`src/rtl/dav_pkg.sv`:
```
// ----------------------------------------------------------------------------
// dav_pkg
// Shared types, constants and tables of the decaying additive voice bank.
// ----------------------------------------------------------------------------
package dav_pkg;

    localparam int VOICES      = 9;
    localparam int VOICE_W     = 4;
    localparam int PHASE_W     = 36;
    localparam int STEP_W      = 32;
    localparam int AMP_W       = 24;
    localparam int SINE_DEPTH  = 1024;
    localparam int SINE_AW     = 10;
    localparam int PARTIALS    = 6;
    localparam int PART_W      = 3;

    localparam logic [AMP_W-1:0] PEAK_RESET  = 24'd15099494;
    localparam logic [AMP_W-1:0] DECAY_RESET = 24'd16776682;

    localparam logic [2:0] ADDR_PEAK  = 3'd0;
    localparam logic [2:0] ADDR_DECAY = 3'd4;

    // Taylor series divisors (2k)(2k+1) for k = 1..7.
    localparam longint unsigned TAYLOR_DIV [1:7] = '{64'd6, 64'd20, 64'd42, 64'd72,
                                                     64'd110, 64'd156, 64'd210};

    // One queued input beat.
    typedef struct packed {
        logic              pick;
        logic [STEP_W-1:0] step;
    } dav_item_t;

    // Queue head as seen by the back end.
    typedef struct packed {
        logic      valid;
        dav_item_t item;
    } dav_head_t;

    typedef struct packed {
        logic [AMP_W-1:0] peak;
        logic [AMP_W-1:0] decay;
    } dav_cfg_t;

    typedef logic [15:0] sine_rom_t [SINE_DEPTH];

    // Q1.15 partial weights.
    function automatic logic signed [16:0] partial_weight(input logic [PART_W-1:0] k);
        logic signed [16:0] w;
        case (k)
            3'd0:    w = 17'sd32768;
            3'd1:    w = 17'sd2731;
            3'd2:    w = -17'sd19115;
            3'd3:    w = 17'sd1365;
            3'd4:    w = -17'sd17749;
            3'd5:    w = -17'sd11605;
            default: w = 17'sd0;
        endcase
        return w;
    endfunction

    // Partial phase as a 32-bit turn fraction: x1, x2, x1/2, x8, x1/4, x1/16.
    function automatic logic [31:0] partial_turn(input logic [PHASE_W-1:0] p,
                                                 input logic [PART_W-1:0] k);
        logic [31:0] u;
        case (k)
            3'd0:    u = p[31:0];
            3'd1:    u = {p[30:0], 1'b0};
            3'd2:    u = p[32:1];
            3'd3:    u = {p[28:0], 3'b000};
            3'd4:    u = p[33:2];
            3'd5:    u = p[35:4];
            default: u = 32'd0;
        endcase
        return u;
    endfunction

    // Quarter-wave table, Taylor series in Q30 to the x^15 term.
    function automatic sine_rom_t build_sine();
        sine_rom_t          t;
        longint unsigned    x;
        longint unsigned    x2;
        longint unsigned    term;
        longint unsigned    v;
        longint             s;
        for (int i = 0; i < SINE_DEPTH; i++) begin
            x    = (longint'(i) * 64'd1686629713) / SINE_DEPTH;
            x2   = (x * x) >> 30;
            term = x;
            s    = longint'(x);
            for (int k = 1; k <= 7; k++) begin
                term = ((term * x2) >> 30) / TAYLOR_DIV[k];
                if (k % 2 == 1) s = s - longint'(term);
                else            s = s + longint'(term);
            end
            if (s < 0) s = 0;
            if (s > (longint'(1) << 30)) s = longint'(1) << 30;
            v = (longint'(s) * 32767 + (64'd1 << 29)) >> 30;
            if (v > 32767) v = 32767;
            t[i] = v[15:0];
        end
        return t;
    endfunction

    localparam sine_rom_t SINE_ROM = build_sine();

endpackage

```
`src/rtl/dav_front.sv`:
```
// ----------------------------------------------------------------------------
// dav_front
// Input side: accepts beats, tags picks and ticks, two-entry queue.
// ----------------------------------------------------------------------------
module dav_front (
    input  logic              aclk,
    input  logic              aresetn,
    input  logic              s_tvalid,
    output logic              s_tready,
    input  logic [31:0]       s_tdata,
    input  logic [0:0]        s_tuser,
    output dav_pkg::dav_head_t head,
    input  logic              pop
);
    import dav_pkg::*;

    dav_item_t  q_reg [2];
    logic       wptr_reg;
    logic       rptr_reg;
    logic [1:0] cnt_reg;
    logic       push;
    logic       do_pop;

    assign s_tready = (cnt_reg != 2'd2);
    assign push     = s_tvalid & s_tready;
    assign do_pop   = pop & (cnt_reg != 2'd0);

    always_ff @(posedge aclk) begin
        if (push) begin
            q_reg[wptr_reg].pick <= s_tuser[0];
            q_reg[wptr_reg].step <= s_tdata;
        end
        if (!aresetn) begin
            wptr_reg <= 1'b0;
            rptr_reg <= 1'b0;
            cnt_reg  <= 2'd0;
        end else begin
            if (push)   wptr_reg <= ~wptr_reg;
            if (do_pop) rptr_reg <= ~rptr_reg;
            cnt_reg <= cnt_reg + {1'b0, push} - {1'b0, do_pop};
        end
    end

    assign head.valid = (cnt_reg != 2'd0);
    assign head.item  = q_reg[rptr_reg];

endmodule

```
`config.mk`:
```
export PLATFORM = sky130hd
export DESIGN_NAME = dav_front
export DESIGN_NICKNAME = d
export VERILOG_FILES = /design/src/rtl/dav_pkg.sv /design/src/rtl/dav_front.sv
export SDC_FILE = /design/constraint.sdc
export NUM_CORES = 1
export LEC_CHECK = 0
export BUFFER_PORTS_ARGS = -buffer_cell sky130_fd_sc_hd__buf_4
export CORE_UTILIZATION = 40
export DETAILED_ROUTE_END_ITERATION = 8
export GPL_TIMING_DRIVEN = 0
export SYNTH_ARGS = -nofsm -noshare
export SYNTH_HDL_FRONTEND = slang
export SYNTH_SLANG_ARGS = --single-unit
```
`constraint.sdc`:
```
create_clock -name aclk -period 7.6 [get_ports aclk]
set_input_delay 0.76 -clock aclk [delete_from_list [all_inputs] [get_ports aclk]]
set_output_delay 0.76 -clock aclk [all_outputs]
set_load 0.005 [all_outputs]
```
# ---- Yosys cells after proc, flatten, opt, wreduce, memory -nomap -nowiden
# Memory sizes are Yosys's and may differ from the RTL's. A register that Yosys moved wholly into a read port is not among the register bits.
# Cells that the tools add are included.
dict set report word_totals {
  register_bits 4
  ram_bits 66
  inputBits 37
  out_inout_bits 35
  memories 1
}
# name words word_bits rd rd_ports_with_merged_regs write_ports line_no
set mem_list {}
lappend mem_list {q_reg 2 33 1 1 1 dav_front.sv:17} ;# dav_item_t q_reg [2];
dict set report op_classes {
  addsub 2
  eq_ne 1
  mux 4
  bitwise_logic 4
  n_reduce_logical 1
}
# operator n
set ops {}
lappend ops {{2-to-1 mux 1 bit} 4}
lappend ops {{adder 2 x 1 -> 2 bit} 1}
lappend ops {{bitwise AND 1 bit} 2}
lappend ops {{!= test 2 bit, second input constant} 1}
lappend ops {{inverter 1 bit} 2}
lappend ops {{nonzero test 2 bit} 1}
lappend ops {{subtractor 2 x 1 -> 2 bit} 1}

# ---- Depth between registers and ports, before layout
dict set report logic_depth {
  ltp_word 4
  mapped_depth 8
  mapped_depth_nobuf 8
}

# ---- Worst setup path after synthesis
# OpenSTA, ideal clock, no wires.
dict set report synth_path {
  path_kind {input to register}
  start {input s_tvalid}
  end {memory q_reg[0][0] (netlist bit) (enable)}
  setup_ns 0.423
  t_arrival_ns 2.250
  required_ns 7.177
  setup_slack_ns 4.927
  stages 2
  path_buffers 0
  path_cell_list {nand2_1 -> nor2_1}
}
dict set report synth_between {
  elab_chain_cells 3
}
# element line_no
set synth_rtl {}
lappend synth_rtl {{from (decl)} dav_front.sv:8} ;# input logic s_tvalid,
lappend synth_rtl {{bitwise AND 1 bit} dav_front.sv:25} ;# assign push = s_tvalid & s_tready;
lappend synth_rtl {{2-to-1 mux 1 bit} dav_front.sv:29} ;# if (push) begin
lappend synth_rtl {{2-to-1 mux 1 bit (implied by the code)} dav_front.sv:31} ;# q_reg[wptr_reg].step <= s_tdata;
lappend synth_rtl {{to (decl)} dav_front.sv:17}
# Every way passes these cells.

==> results.ini <==
[clock_tree]
ctsResizeCount = 0
postCtsSetupBuffers = 0
clk_pin_slew_worst_paths_ps = 70
cts-htree-levels = 3
clock_path_buffers = 2
clockRootBuffer = clkbuf_8
cts_made_buffers = 9
cts_hold_buffers = 0
clock_latency_ps = 330
cts.sinks = 71
cts_tree = built

[worst_setup_path]
rr_endpoint = q_reg[0][25]$_DFFE_PP_
worstPathCellList = buf_6 -> buf_12 -> mux2_4 -> buf_4
worst-r2r-cell-count = 3
critPathMaxFanout = 10
r2r_slack_ps = 5780
critical_path.max_stage_delay_ps = 320
end_kind = output pin
cpMaxStageDelayCell = dfxtp_1
arrival_ps = 1390
startpoint_type = flip-flop
cp.required_ps = 6840
crit_type = reg -> out
reg2reg_from = cnt_reg[0]$_SDFF_PN0_

[synth]
synthFlopType = edfxtp_1
yosysWarnings = 0
syn_inst = 127
synth.most_common_cell = edfxtp_1
synth.distinct_cells = 18
synth_edf_count = 66
netlist_area_um2 = 2770
avgSynthCellArea_um2 = 21.8
syn-num-nets = 166
synthTopCellsByArea = edfxtp_1 71%, mux2_4 16%, dfxtp_1 3.6%, buf_12 2.2%, mux2_2 1.2%
synth_common_cells = 66 x edfxtp_1, 30 x mux2_4, 5 x dfxtp_1
seq_area_frac_synth = 0.751
async_flop_share = 0
yosysTopAreaCellShare = 0.715
ys_ff_latch = 71
synth.largest_area_cell = edfxtp_1

[global_routing]
antenna_found_initial = 0
grt_max_degree = 34
grt_pass1_wl_mm = 6.88
grt_pass1_vias = 1531
grt.overflow.total = 0
grt_use_total = 0.129

[power]
powerDensity_nw_per_um2 = 310
ir_drop_uv = 182
p_switching_mw = 0.268
power_leakage_nw = 1.42
comb_power_share = 0.296
pwr-share-clk = 0.245
p_int_mw = 0.845
switching_share = 0.241
seq_power_share = 0.459

[routing]
drt_iter0_drc = 54
drc = 0
wire_per_inst_um = 15.0
routed_wl_mm = 4.35
via_per_inst = 4.62
antenna_left = 0
vias = 1345
drt_first_pass_iters = 4

[layout]
fin_nets = 248
syn_to_final_growth_pct = 29.5
drive_gt1_frac = 0.579
diodes = 0
largest_reg_flops = 66
final_area_um2 = 3590

[timing]
holdWs_ps = 542
finalCritPeriodShare = 0.283
setup_viol = 0
skew_ps = 4.26
rsz0062_at_grt = false
maxSlewHeadroom = 0.360
timing.fmax_ghz = 0.465
finalHoldViolations = 0
setup_tns_ps = 0
period_needed_ps = 2150
slew_violations = 0
worstMarginPinSlew_ps = 958

[floorplan]
rows = 29
die_h_um = 85.3
ios = 72
core_um2 = 6530
start_util = 0.425
die_w_um = 85.3
dieArea_um2 = 7270

[hold_path]
min_path_type = reg -> reg
holdPathStages = 2
hold_end = wptr_reg$_SDFFE_PN0N_
hp-start = wptr_reg$_SDFFE_PN0N_

[outcome]
status = finished clean

[flow_run]
maxCapViolCount = 0

[placed_design]
dp_hpwl_mm = 2.92
gp_congestion = 0.644
postPlaceCellArea_um2 = 3410
numPortBuffers = 71

==> cells in the final DEF (no fill, tap or decap) <==
master | netlist | routed
and2_1 | 2 | 2
and3_2 | 0 | 1
buf_12 | 3 | 3
buf_4 | 0 | 71
buf_6 | 1 | 1
bufinv_16 | 0 | 1
clkbuf_1 | 0 | 1
clkbuf_8 | 0 | 9
clkinv_1 | 0 | 3
clkinv_2 | 0 | 2
dfxtp_1 | 5 | 5
edfxtp_1 | 66 | 66
ha_1 | 2 | 2
inv_1 | 1 | 1
mux2_2 | 3 | 3
mux2_4 | 30 | 30
mux2i_1 | 1 | 1
nand2_1 | 2 | 2
nand2b_1 | 2 | 2
nor2_4 | 0 | 1
nor2b_1 | 2 | 2
o21a_2 | 1 | 1
or2_2 | 1 | 1
xnor2_1 | 3 | 3
==> worst max-delay path by stage <==
stage                     cells after the start  slack [ps]      start                     end
final                                         4        5450  flip-flop                 head[8]
after global routing                          4        5370  flip-flop                 head[8]
after CTS                                     4        5430  flip-flop                 head[7]
after detailed placement                      3        5420   s_tvalid  q_reg[0][30]$_DFFE_PP_
after global placement                        3        4150   s_tvalid  q_reg[0][30]$_DFFE_PP_
after floorplan                               2        4930   s_tvalid   q_reg[0][0]$_DFFE_PP_
==> final cells by class <==
cell class                 instances  area (µm²)
tap                               77        96.3
clock buffer                      10         128
fill                             508        2940
multi-input combinational         51         624
clock inverter                     6        51.3
inverter                           1        3.75
timing repair buffer              71         533
buffer                             4        71.3
sequential                        71        2080
==> critical path: cells and delay by family (launching register included) <==
family	cells	cell delay, ps
buf+inv	3	430
flops	1	320
mux	1	310
==> logic make-up after synthesis <==
group,share of synthesized area
AOI/OAI and AO/OA,0.00316
xor gates and xnor gates,0.00948
adders and majority gates,0.00902
buffers and inverters,0.0271
DFF,0.751
muxes,0.178
and+or+nand+nor,0.0221
==> through the flow <==
step / power (mW) / std cells / setup WS [ps] / utilization
CTS: 1.13 / 291 / 5430 / 0.550
global route: 1.17 / 291 / 5370 / 0.550
global placement: 0.848 / 275 / 4150 / 0.521
finish: 1.11 / 291 / 5450 / 0.550
detailed placement: 0.856 / 275 / 5420 / 0.522
floorplan: 0.720 / 127 / 4930 / -
==> routing by layer <==
layer | wire length, µm | global-route usage
met4 | 53 | 0.0636
met2 | 2290 | 0.230
met1 | 1700 | 0.135
met3 | 308 | 0.0457
met5 | 0 | 0
==> power by group through the flow <==
stage                     sequential [mW]  clock [mW]  combinational [mW]
final                               0.510       0.273               0.329
after global routing                0.517       0.296               0.357
after CTS                           0.511       0.280               0.337
after detailed placement            0.520           0               0.336
after global placement              0.518           0               0.330
after floorplan                     0.514           0               0.206
Note: power is estimated with default switching activity, not from simulation.
