===== src/rtl/dav_pkg.sv =====
// ----------------------------------------------------------------------------
// dav_pkg
// Shared types, constants and tables of the decaying additive voice bank.
// ----------------------------------------------------------------------------
package dav_pkg;

    localparam int VOICES      = 9;
    localparam int VOICE_W     = 4;
    localparam int PHASE_W     = 36;
    localparam int STEP_W      = 32;
    localparam int AMP_W       = 24;
    localparam int SINE_DEPTH  = 1024;
    localparam int SINE_AW     = 10;
    localparam int PARTIALS    = 6;
    localparam int PART_W      = 3;

    localparam logic [AMP_W-1:0] PEAK_RESET  = 24'd15099494;
    localparam logic [AMP_W-1:0] DECAY_RESET = 24'd16776682;

    localparam logic [2:0] ADDR_PEAK  = 3'd0;
    localparam logic [2:0] ADDR_DECAY = 3'd4;

    // Taylor series divisors (2k)(2k+1) for k = 1..7.
    localparam longint unsigned TAYLOR_DIV [1:7] = '{64'd6, 64'd20, 64'd42, 64'd72,
                                                     64'd110, 64'd156, 64'd210};

    // One queued input beat.
    typedef struct packed {
        logic              pick;
        logic [STEP_W-1:0] step;
    } dav_item_t;

    // Queue head as seen by the back end.
    typedef struct packed {
        logic      valid;
        dav_item_t item;
    } dav_head_t;

    typedef struct packed {
        logic [AMP_W-1:0] peak;
        logic [AMP_W-1:0] decay;
    } dav_cfg_t;

    typedef logic [15:0] sine_rom_t [SINE_DEPTH];

    // Q1.15 partial weights.
    function automatic logic signed [16:0] partial_weight(input logic [PART_W-1:0] k);
        logic signed [16:0] w;
        case (k)
            3'd0:    w = 17'sd32768;
            3'd1:    w = 17'sd2731;
            3'd2:    w = -17'sd19115;
            3'd3:    w = 17'sd1365;
            3'd4:    w = -17'sd17749;
            3'd5:    w = -17'sd11605;
            default: w = 17'sd0;
        endcase
        return w;
    endfunction

    // Partial phase as a 32-bit turn fraction: x1, x2, x1/2, x8, x1/4, x1/16.
    function automatic logic [31:0] partial_turn(input logic [PHASE_W-1:0] p,
                                                 input logic [PART_W-1:0] k);
        logic [31:0] u;
        case (k)
            3'd0:    u = p[31:0];
            3'd1:    u = {p[30:0], 1'b0};
            3'd2:    u = p[32:1];
            3'd3:    u = {p[28:0], 3'b000};
            3'd4:    u = p[33:2];
            3'd5:    u = p[35:4];
            default: u = 32'd0;
        endcase
        return u;
    endfunction

    // Quarter-wave table, Taylor series in Q30 to the x^15 term.
    function automatic sine_rom_t build_sine();
        sine_rom_t          t;
        longint unsigned    x;
        longint unsigned    x2;
        longint unsigned    term;
        longint unsigned    v;
        longint             s;
        for (int i = 0; i < SINE_DEPTH; i++) begin
            x    = (longint'(i) * 64'd1686629713) / SINE_DEPTH;
            x2   = (x * x) >> 30;
            term = x;
            s    = longint'(x);
            for (int k = 1; k <= 7; k++) begin
                term = ((term * x2) >> 30) / TAYLOR_DIV[k];
                if (k % 2 == 1) s = s - longint'(term);
                else            s = s + longint'(term);
            end
            if (s < 0) s = 0;
            if (s > (longint'(1) << 30)) s = longint'(1) << 30;
            v = (longint'(s) * 32767 + (64'd1 << 29)) >> 30;
            if (v > 32767) v = 32767;
            t[i] = v[15:0];
        end
        return t;
    endfunction

    localparam sine_rom_t SINE_ROM = build_sine();

endpackage


===== src/rtl/dav_cfg.sv =====
// ----------------------------------------------------------------------------
// dav_cfg
// APB register file: peak amplitude and decay factor.
// ----------------------------------------------------------------------------
module dav_cfg (
    input  logic             aclk,
    input  logic             aresetn,
    input  logic             psel,
    input  logic             penable,
    input  logic             pwrite,
    input  logic [2:0]       paddr,
    input  logic [31:0]      pwdata,
    output logic [31:0]      prdata,
    output logic             pready,
    output dav_pkg::dav_cfg_t cfg
);
    import dav_pkg::*;

    logic [AMP_W-1:0] peak_reg;
    logic [AMP_W-1:0] decay_reg;
    logic             wr_en;

    assign pready = 1'b1;
    assign wr_en  = psel & penable & pwrite;

    always_ff @(posedge aclk) begin
        if (!aresetn) begin
            peak_reg  <= PEAK_RESET;
            decay_reg <= DECAY_RESET;
        end else if (wr_en) begin
            if (paddr == ADDR_PEAK)  peak_reg  <= pwdata[AMP_W-1:0];
            if (paddr == ADDR_DECAY) decay_reg <= pwdata[AMP_W-1:0];
        end
    end

    always_comb begin
        unique case (paddr)
            ADDR_PEAK:  prdata = {8'd0, peak_reg};
            ADDR_DECAY: prdata = {8'd0, decay_reg};
            default:    prdata = 32'd0;
        endcase
    end

    assign cfg.peak  = peak_reg;
    assign cfg.decay = decay_reg;

endmodule


===== config.mk =====
export PLATFORM = sky130hd
export DESIGN_NAME = dav_cfg
export DESIGN_NICKNAME = d
export VERILOG_FILES = /design/src/rtl/dav_pkg.sv /design/src/rtl/dav_cfg.sv
export SDC_FILE = /design/constraint.sdc
export NUM_CORES = 1
export LEC_CHECK = 0
export CAP_MARGIN = 20
export CORE_MARGIN = 4
export CORE_UTILIZATION = 30
export DETAILED_ROUTE_END_ITERATION = 10
export DONT_BUFFER_PORTS = 1
export PLACE_DENSITY = 0.42
export SYNTH_ARGS = -nofsm -noshare
export SYNTH_HDL_FRONTEND = slang
export SYNTH_SLANG_ARGS = --single-unit

===== constraint.sdc =====
create_clock -name aclk -period 1.2 [get_ports aclk]
set_clock_uncertainty 0.1 [all_clocks]
set_input_delay 0.06 -clock aclk [delete_from_list [all_inputs] [get_ports aclk]]
set_output_delay 0.06 -clock aclk [all_outputs]
set_load 0.01 [all_outputs]

== After elaboration in Yosys (flattened, before gate mapping) ==
Cells that the tools add are included.
Widths: inputs -> output; s select.

* $add $sub $neg: 0
* $mul: 0
* Divide/modulo/power cells: 0
* $lt $le $gt $ge: 0
* Equality and inequality tests: 1
* Shifts and indexed selects: 0
* Multiplexer cells: 1
* Bitwise operators: 2
* Reductions and logical operators: 3

{| class="wikitable"
|+ Operators by type and width
! operator !! number
|-
| $pmux 24 s2 || 1
|-
| $reduce_and 2->1 || 2
|-
| $eq 3x3->1 const B || 1
|-
| $logic_not 3->1 || 1
|-
| $and 1x1->1 || 2
|}

* Bits in registers: 48
* Latch bits: 0
* Memory bits (writable): 0
* Bits in read-only memories: 0
* Bits of input ports: 40
* Output and inout bits: 81
* Memories: 0

== Depth between registers and ports, before layout ==
* Word-level depth: 3
* Mapped depth: 5
* Gate-level depth less buffers: 3

== Least setup slack after synthesis ==
Ideal clock, no wire load.

* Path kind: in2reg
* Start point: in aresetn
* End point: reg decay_reg[11]
* Library setup time: 0.129 ns
* Arrival: 0.790 ns
* Required time: 0.971 ns
* Setup slack: 0.180 ns
* Stages: 4
* Path buffers: 3
* Cells stage by stage: buf_2 > clkbuf_1 > buf_2 > o211ai_1

{| class="wikitable"
|+ RTL lines
! what !! line !! text
|-
| start, declared || dav_cfg.sv:7 || <nowiki>input logic aresetn,</nowiki>
|-
| end signal, assigned || dav_cfg.sv:32 || <nowiki>if (paddr == ADDR_DECAY) decay_reg <= pwdata[AMP_W-1:0];</nowiki>
|-
| end, declared || dav_cfg.sv:20 || <nowiki>logic [AMP_W-1:0] decay_reg;</nowiki>
|}

No word-level cell between the ends.

== Worst setup path in the final report ==
* Start point: reg peak_reg[1]
* End point: out prdata[1]

* Cells in the longest elaborated chain, start to end: 1

{| class="wikitable"
|+ RTL lines
! what !! line !! text
|-
| start, declared || dav_cfg.sv:19 || <nowiki>logic [AMP_W-1:0] peak_reg;</nowiki>
|-
| start signal, assigned || dav_cfg.sv:31 || <nowiki>if (paddr == ADDR_PEAK) peak_reg <= pwdata[AMP_W-1:0];</nowiki>
|-
| $pmux 24 s2 || dav_cfg.sv:37 || <nowiki>unique case (paddr)</nowiki>
|-
| end, declared || dav_cfg.sv:13 || <nowiki>output logic [31:0] prdata,</nowiki>
|}

Every way passes these cells.

==> flow_metrics.env <==
export IMPL_use_met3_pct=4.50
export IMPL_io_pins=121
export IMPL_post_dp_hpwl_um=4180
export IMPL_place_ws_ns=0.0399
export IMPL_grtUsageMet2_pct=22.9
export IMPL_drv_slew=0
export IMPL_cts_tree="built"
export IMPL_area_growth_pct=20.7
export IMPL_drive_gt1_share_pct=9.03
export IMPL_portBuffers=0
export IMPL_clk_pin_slew_worst_paths_ns=0.09
export IMPL_violations="negative hold slack"
export IMPL_die_w_um=95.1
export IMPL_clock_sinks=48
export IMPL_period_share_pct=94.8
export IMPL_peakVddDrop_mv=0.677
export IMPL_grt_pass1_vias=1811
export IMPL_overflow=0
export IMPL_critPathMaxFanout=3
export IMPL_syn_area_per_cell_um2=8.83
export IMPL_timing_critical_path_slowest_stage_cell="dfxtp_1"
export IMPL_syn_inst=258
export IMPL_seq_power_share_pct=51.5
export IMPL_clock_insertion_delay_worst_skew_ns=0.30
export IMPL_power_frac_comb_pct=9.1
export IMPL_vias=1843
export IMPL_cp_cell_sequence="a22o_1"
export IMPL_yosys_top_cells_area="dfxtp_1 (42%), mux2i_1 (9.7%), a22o_1 (9.2%)"
export IMPL_fp_dieH_um=95.1
export IMPL_period_needed_ns=1.14
export IMPL_worstRegToRegCells=3
export IMPL_hold_viol_final=48
export IMPL_synth_seq_cells=48
export IMPL_cellPowerDensity_nw_per_um2=1150
export IMPL_crit_type="flop to output port"
export IMPL_yosysWarnings=0
export IMPL_grt_max_degree=73
export IMPL_root_buffer="clkbuf_8"
export IMPL_wl_per_cell_um=16.7
export IMPL_setup_tns_ns=0
export IMPL_syn_area_um2=2280
export IMPL_vias_per_cell=4.90
export IMPL_hp_class="primary input to flop"
export IMPL_drtAntennaViolNets=0
export IMPL_cts_made_buffers=5
export IMPL_stdcell_area_um2=2750
export IMPL_yosys_most_used_dff="dfxtp_1"
export IMPL_sw_frac_of_total_pct=23.1
export IMPL_die_area_um2=9050
export IMPL_fin_ws_ns=0.0626
export IMPL_intPower_mw=2.43
export IMPL_place_congestion=0.680
export IMPL_h_tree_depth=2
export IMPL_critPathArrivalTime_ns=0.98
export IMPL_clk_path_buf_depth=2
export IMPL_worstSetupEndpointType="output port"
export IMPL_synth_distinct_cells=18
export IMPL_yosysSeqAreaShare_pct=42.2
export IMPL_switching_power_mw=0.730
export IMPL_fp_row_count=31
export IMPL_cts_hold_buffers=25
export IMPL_placed_cell_area_um2=2360
export IMPL_antenna_found_initial=0
export IMPL_drt_iter0_drc=63
export IMPL_fmax_mhz=879
export IMPL_outcome="finished, violations left"
export IMPL_grt_busiest_layer="met2"
export IMPL_synth_top_area_share_pct=42.2
export IMPL_rsz0062_at_grt="false"
export IMPL_async_flop_share_pct=0
export IMPL_worstHoldStart="aresetn"
export IMPL_critPathLaunchType="flop"
export IMPL_utilization_pct=37.5
export IMPL_setup_viol=0
export IMPL_max_stage_delay_ns=0.43
export IMPL_routed_wl_um=6290
export IMPL_holdPathEnd="peak_reg[2]"
export IMPL_start_util_pct=31.1
export IMPL_required_ns=1.04
export IMPL_track_usage_pct=14.0
export IMPL_yosys_area_top_type="dfxtp_1"
export IMPL_synth_edf_count=0
export IMPL_r2r_end="decay_reg[18]"
export IMPL_min_path_cells=1
export IMPL_drv_cap=0
export IMPL_use_met1_pct=17.5
export IMPL_drc=0
export IMPL_crit_buf_inv=0
export IMPL_mostFrequentLayoutCells="dfxtp_1 (43), nand2_1 (30), a21oi_1 (30)"
export IMPL_first_pass_iters=4
export IMPL_cp_top_family="flip-flops"
export IMPL_grt_pass1_wl_um=9780
export IMPL_cts_setup_buffers=0
export IMPL_num_antenna_cells=0
export IMPL_p_clk_share_pct=39.4
export IMPL_hold_ws_ns=-0.246
export IMPL_r2r_setup_slack_ns=0.30
export IMPL_rr_startpoint="decay_reg[18]"
export IMPL_core_area_um2=7330
export IMPL_layout_commonest_cell="dfxtp_1"
export IMPL_final_nets=316
export IMPL_p_leak_nw=1.14
[logic make-up (layout without fill, tap and decap cells)]
| kind of cell | after synthesis | in the layout | share of synthesized area (%) |
|---|---|---|---|
| DFF | 48 | 48 | 42.2 |
| and+or+nand+nor | 79 | 79 | 18.8 |
| muxes | 22 | 22 | 9.67 |
| other | 2 | 9 | 0.330 |
| AOI/OAI and AO/OA | 65 | 65 | 19.5 |
| buffers and inverters | 42 | 54 | 9.56 |
[final cells by class]
type                            instances  area [um2]
Timing Repair Buffer                   35         370
Clock buffer                            6        82.6
Inverter                               11        41.3
Fill cell                             765        4580
Tap cell                               99         124
Sequential cell                        48         967
Clock inverter                          2        38.8
Multi-Input combinational cell        175        1120
[power groups by stage]
stage          Sequential (mW)  Combinational (mW)  Clock, mW
6_report                  1.63               0.288       1.24
2_1_floorplan             1.66               0.222          0
4_1_cts                   1.63               0.290       1.30
5_1_grt                   1.63               0.316       1.37
3_5_place_dp              1.66               0.217          0
3_3_place_gp              1.66               0.217          0
[Yosys cell counts (all sizes together) (2+ instances only)]
cell type	number
dfxtp	48
a21oi	30
nand2	30
buf	26
a22o	24
mux2i	22
nor2b	18
nand2b	15
inv	11
nand3	11
o211ai	11
clkbuf	5
and2	2
conb	2
[repair_timing]
action                                 4_1_cts  5_1_grt
resized for setup                            0        8
setup endpoints to repair                    0        6
endpoints found under the hold margin       48       48
[per-stage QoR]
| step | total power [mW] | std cells |
|---|---|---|
| global placement | 1.88 | 343 |
| floorplan | 1.88 | 265 |
| finish | 3.16 | 376 |
| global route | 3.32 | 376 |
| CTS | 3.21 | 376 |
| detailed placement | 1.88 | 343 |
[layer usage]
layer / up-vias / share of wire [%]
met4: 0 / 1.1
met1: 871 / 44
met2: 65 / 47
met5: - / 0
li1: 902 / -
met3: 5 / 7.7
[worst max-delay path by stage]
stage	slack (ns)	from	to	cells after the start
floorplan	0.18	aresetn	decay_reg[11]	4
finish	0.06	peak_reg[1]	prdata[1]	1
detailed placement	0.04	pwrite	peak_reg[11]	4
CTS	0.02	decay_reg[20]	prdata[20]	1
global route	0.02	peak_reg[13]	prdata[13]	1
global placement	0.04	pwrite	decay_reg[0]	4
No activity file was read; power rests on OpenSTA's default activity.
